### config.mk
export PLATFORM = sky130hd
export DESIGN_NAME = allm_ram
export DESIGN_NICKNAME = d
export VERILOG_FILES = /design/src/rtl/core/array_linked_list_manager_assert.svh /design/src/rtl/core/allm_ram.sv
export SDC_FILE = /design/constraint.sdc
export NUM_CORES = 2
export LEC_CHECK = 0
export BUFFER_PORTS_ARGS = -buffer_cell sky130_fd_sc_hd__buf_2
export CAP_MARGIN = 10
export CORE_MARGIN = 2
export CORE_UTILIZATION = 50
export DETAILED_ROUTE_END_ITERATION = 12
export PLACE_DENSITY = 0.65
export SLEW_MARGIN = 20
export SYNTH_ARGS = -nofsm -noshare
export SYNTH_HDL_FRONTEND = slang
export SYNTH_SLANG_ARGS = --single-unit
### constraint.sdc
create_clock -name clk -period 2.7 [get_ports clk]
set_input_delay 0.54 -clock clk [delete_from_list [all_inputs] [get_ports clk]]
set_output_delay 0.54 -clock clk [all_outputs]
set_load 0.01 [all_outputs]
### src/rtl/core/array_linked_list_manager_assert.svh
// assertion helpers for the linked list manager
`ifndef ARRAY_LINKED_LIST_MANAGER_ASSERT_SVH
`define ARRAY_LINKED_LIST_MANAGER_ASSERT_SVH

// implication checked at every clock edge outside reset
`define ALLM_ASSERT_IMP(label, cond, prop, msg) \
	label: assert property (@(posedge clk) disable iff (!arst_n) (cond) |-> (prop)) \
		else $error(msg);

// next-cycle implication checked outside reset
`define ALLM_ASSERT_NXT(label, cond, prop, msg) \
	label: assert property (@(posedge clk) disable iff (!arst_n) (cond) |=> (prop)) \
		else $error(msg);

`endif

### src/rtl/core/allm_ram.sv
module allm_ram #(
	parameter int WIDTH = 8,
	parameter int DEPTH = 256
) (
	input  logic                     clk,
	input  logic                     we,
	input  logic [$clog2(DEPTH)-1:0] waddr,
	input  logic [WIDTH-1:0]         wdata,
	input  logic [$clog2(DEPTH)-1:0] raddr,
	output logic [WIDTH-1:0]         rdata
);

	logic [WIDTH-1:0] mem [DEPTH];

	// one write port, registered read returning old data on a collision
	always_ff @(posedge clk) begin
		if (we) begin
			mem[waddr] <= wdata;
		end
		rdata <= mem[raddr];
	end

endmodule

# ---- Yosys cells after proc, flatten, opt, wreduce, memory -nomap -nowiden
# Memory sizes are Yosys's and may differ from the RTL's. A register that Yosys moved wholly into a read port is not among the register bits.
# Cells that the tools add are included.
# Widths: inputs -> output; s select.
dict set report word_totals {
  ff_bits 0
  latchBits 0
  ramBits 2048
  romBits 0
  inputBits 26
  mem_count 1
}
# name words width rd rd_clocked_by_memory_dff wr line_no
set memory_table {}
lappend memory_table {mem 256 8 1 1 1 allm_ram.sv:13} ;# logic [WIDTH-1:0] mem [DEPTH];
dict set report classes {
  addsub 0
  n_mul 0
  n_div 0
  n_lt_le_gt_ge 0
  eq_ne 0
  shift 0
  n_mux 2
  n_bitwise 0
  n_reduce_logical 0
}
# op n
set ops {}
lappend ops {{$mux 1} 2}

# ---- Depth between registers and ports, before layout
dict set report logic_depth {
  word_depth 2
  ltp_mapped 11
  mapped_depth_nobuf 6
}

# ---- Worst setup path before layout
# Ideal clock, no wire load.
dict set report synth_timing {
  path_kind {input port to flip-flop}
  startpoint {in raddr[0]}
  endpoint {reg rdata[2] (read register of mem)}
  t_arrival_ps 2347
  required_ps 2569
  path_slack_ps 222
  cell_stages 9
  cell_sequence {buf_6 > buf_12 > buf_8 > buf_2 > mux4_2 > a22oi_1 > a21oi_1 > nor4_1 > nor4_2}
}
# item line_no
set synth_rtl {}
lappend synth_rtl {{start: declaration} allm_ram.sv:9} ;# input logic [$clog2(DEPTH)-1:0] raddr,
lappend synth_rtl {{end: declaration} allm_ram.sv:10} ;# output logic [WIDTH-1:0] rdata

==> impl_metrics.tcl <==
set metrics [dict create \
    outcome "complete, no violations" \
    holdBufCountCts 0 \
    worstMarginPinSlew_ns 0.983 \
    drtIter0Drc 5832 \
    antenna_found_initial 2 \
    grt_max_degree 87 \
    io_buffers 33 \
    grt_overflow_total 0 \
    skew_ns 0.0241 \
    die_h_um 403 \
    cts_buffers 198 \
    cp-startpoint "mem[162][1]" \
    initial_core_util_pct 50.3 \
    synth_edf_count 2048 \
    die_x_um 403 \
    ys_seq_elements 2056 \
    ios 34 \
    final_area_um2 93600 \
    dp.cells 6298 \
    async_reset_ff_share_pct 0 \
    htree_levels 4 \
    start_kind "flip-flop" \
    critPathTopFamily "compound AO/OA/AOI/OAI gates" \
    maxCapViolCount 0 \
    dp_hpwl_um 128000 \
    antenna_left 0 \
    vias_per_cell 6.14 \
    syn_nets 3759 \
    cp.arrival_ns 3.38 \
    worstPathRequired_ns 3.43 \
    track_usage_pct 24.7 \
    finalWeightedCongestion 0.848 \
    drive_gt1_share_pct 32.3 \
    p_leak_uw 0.0304 \
    grt_pass1_vias 41200 \
    cts_root_buf "clkbuf_16" \
    ys_seq_area_share_pct 77.5 \
    drv_slew 0 \
    hp-start "wdata[2]" \
    clk_latency_ns 0.83 \
    design.core.area_um2 158000 \
    rsz0062_at_grt "false" \
    cts_buffer_depth 3 \
    final_nets 4452 \
    dr.pass1.iters 5 \
    synth_flop_cell "edfxtp_1" \
    place_area_um2 87200 \
    drc 0 \
    min_period_ns 2.65 \
    final_cells 6672 \
    avgSynthCellArea_um2 21.3 \
    die_area_um2 162000 \
    whs_ns 0.155 \
    slew_headroom_pct 34.3 \
    path_buf_inv 1 \
    area_delta_synth_final_pct 17.6 \
    yosys_warnings 0 \
    worstSetupPathType "reg -> reg" \
    ir_drop_uv 637 \
    wl_per_cell_um 29.9 \
    vias 41000 \
    layout_common_cells "edfxtp_1, buf_4, mux4_2" \
    cts.sinks 2056 \
    yosysTopAreaCellShare_pct 77.3 \
    cts_tree "built" \
    min_period_over_period_pct 98.1 \
    synth.area.top_cells "edfxtp_1, mux4_2, mux2i_1" \
    synth_top_area_cell "edfxtp_1" \
    hold_class "in -> reg" \
    layout_commonest_cell "edfxtp_1" \
    drt-total-wl_um 199000 \
    grt_first_pass_wirelength_um 287000 \
    netlist_area_um2 79600 \
    finalHoldViolCount 0 \
    crit_path_end_kind "flip-flop" \
    cp_cell_sequence "mux4_2 -> o22a_1 -> o21ai_0 -> a2111oi_1 -> nor3_2 -> buf_4 -> nor4_1" \
    max_stage_delay_ns 0.94 \
    p_per_area_nw_per_um2 704 \
    synthCells 3733 \
    setup_viol 0 \
    yosysUniqueCellTypes 55 \
    crit_path_max_fanout 1 \
    fmax_ghz 0.378 \
    fp-row-count 146 \
    clk_pin_slew_ns 0.06 \
    r2r_start "mem[162][1]" \
    critPathSlowestCell "a2111oi_1" \
]
## registers in the layout, indices dropped and copies added (netlist names)
register and cells:
mem 2048, rdata 8
## per-stage QoR
stage	TNS [ns]	power (µW)	util, %	worst slack [ns]
final	0	65800	59.2	0.0516
after global routing	0	67600	59.1	0.0189
after CTS	0	66200	59.1	0.0252
after detailed placement	-6.86	39600	55.1	-1.06
after global placement	-6.66	39500	55.1	-0.985
after floorplan	0	37600	-	0.222
## repair_timing
item | 4_1_cts | 5_1_grt
setup endpoints to repair | 3 | 4
pin swaps | 0 | 0
hold endpoints to repair | 0 | 0
buffers inserted | 0 | 0
gates resized for setup | 3 | 6
## Yosys cell counts, types with 2 or more instances
library cell / count
o22ai_1: 28
nor3_1: 22
a2111oi_1: 2
nor2b_1: 31
buf_2: 31
nand3_1: 34
o22a_1: 5
a221oi_1: 13
o221ai_1: 46
o21ai_1: 2
nor4_1: 24
nand2_1: 33
nor4_2: 3
nand3b_1: 2
a2111oi_0: 2
and2_1: 6
nand4_1: 10
mux4_2: 454
and3b_1: 2
nand2b_1: 8
o21ai_0: 10
a31oi_1: 2
buf_4: 27
a22o_1: 8
a311oi_1: 2
buf_1: 22
buf_8: 13
edfxtp_1: 2048
o32ai_1: 4
o211ai_1: 10
mux4_1: 2
or2_2: 4
clkbuf_1: 111
buf_12: 8
dfxtp_1: 8
mux2i_1: 134
a211oi_1: 16
buf_6: 21
a22oi_1: 133
a21oi_1: 96
nor2_1: 282
## routing by layer
layer	up-vias	track usage, %	share of wire [%]
met5	-	0	0
met4	0	6.83	2.6
met3	281	4.07	8.6
met2	1915	39.4	48
met1	21600	35.7	41
li1	17100	-	-
## logic make-up (layout without fill, tap and decap cells)
| group | count (synthesis) | count (layout) | share of synthesized area, % |
|---|---|---|---|
| flip-flops | 2056 | 2056 | 77.5 |
| multiplexers | 591 | 591 | 14.6 |
| AND/OR/NAND/NOR | 466 | 466 | 2.63 |
| AO/OA/AOI/OAI | 385 | 385 | 3.42 |
| buffers and inverters | 235 | 1099 | 1.83 |
| other | 0 | 3 | 0 |
## cell type report
cell class / count / area [µm²]
multi-input combinational: 1442 / 16500
clock inverter: 108 / 911
sequential: 2056 / 61700
timing repair buffer: 726 / 6480
fill: 11400 / 64600
tap: 2072 / 2590
inverter: 2 / 7.51
clock buffer: 263 / 5390
antenna: 3 / 7.51
## final timing paths
kind | end | slack, ns | depth (start not counted)
worst min-delay path | mem[230][2] | 0.15 | 1
worst min register to register | rdata[5] | 1.09 | 7
worst max-delay path | rdata[1] | 0.05 | 7
worst max register to register | rdata[1] | 0.05 | 7
## power breakdown
part / internal (µW) / total (µW) / switching (µW)
Clock: 15300 / 26900 / 11600
Combinational: 1480 / 3670 / 2190
Sequential: 35200 / 35200 / 70.2
No activity file was read; power rests on OpenSTA's default activity.
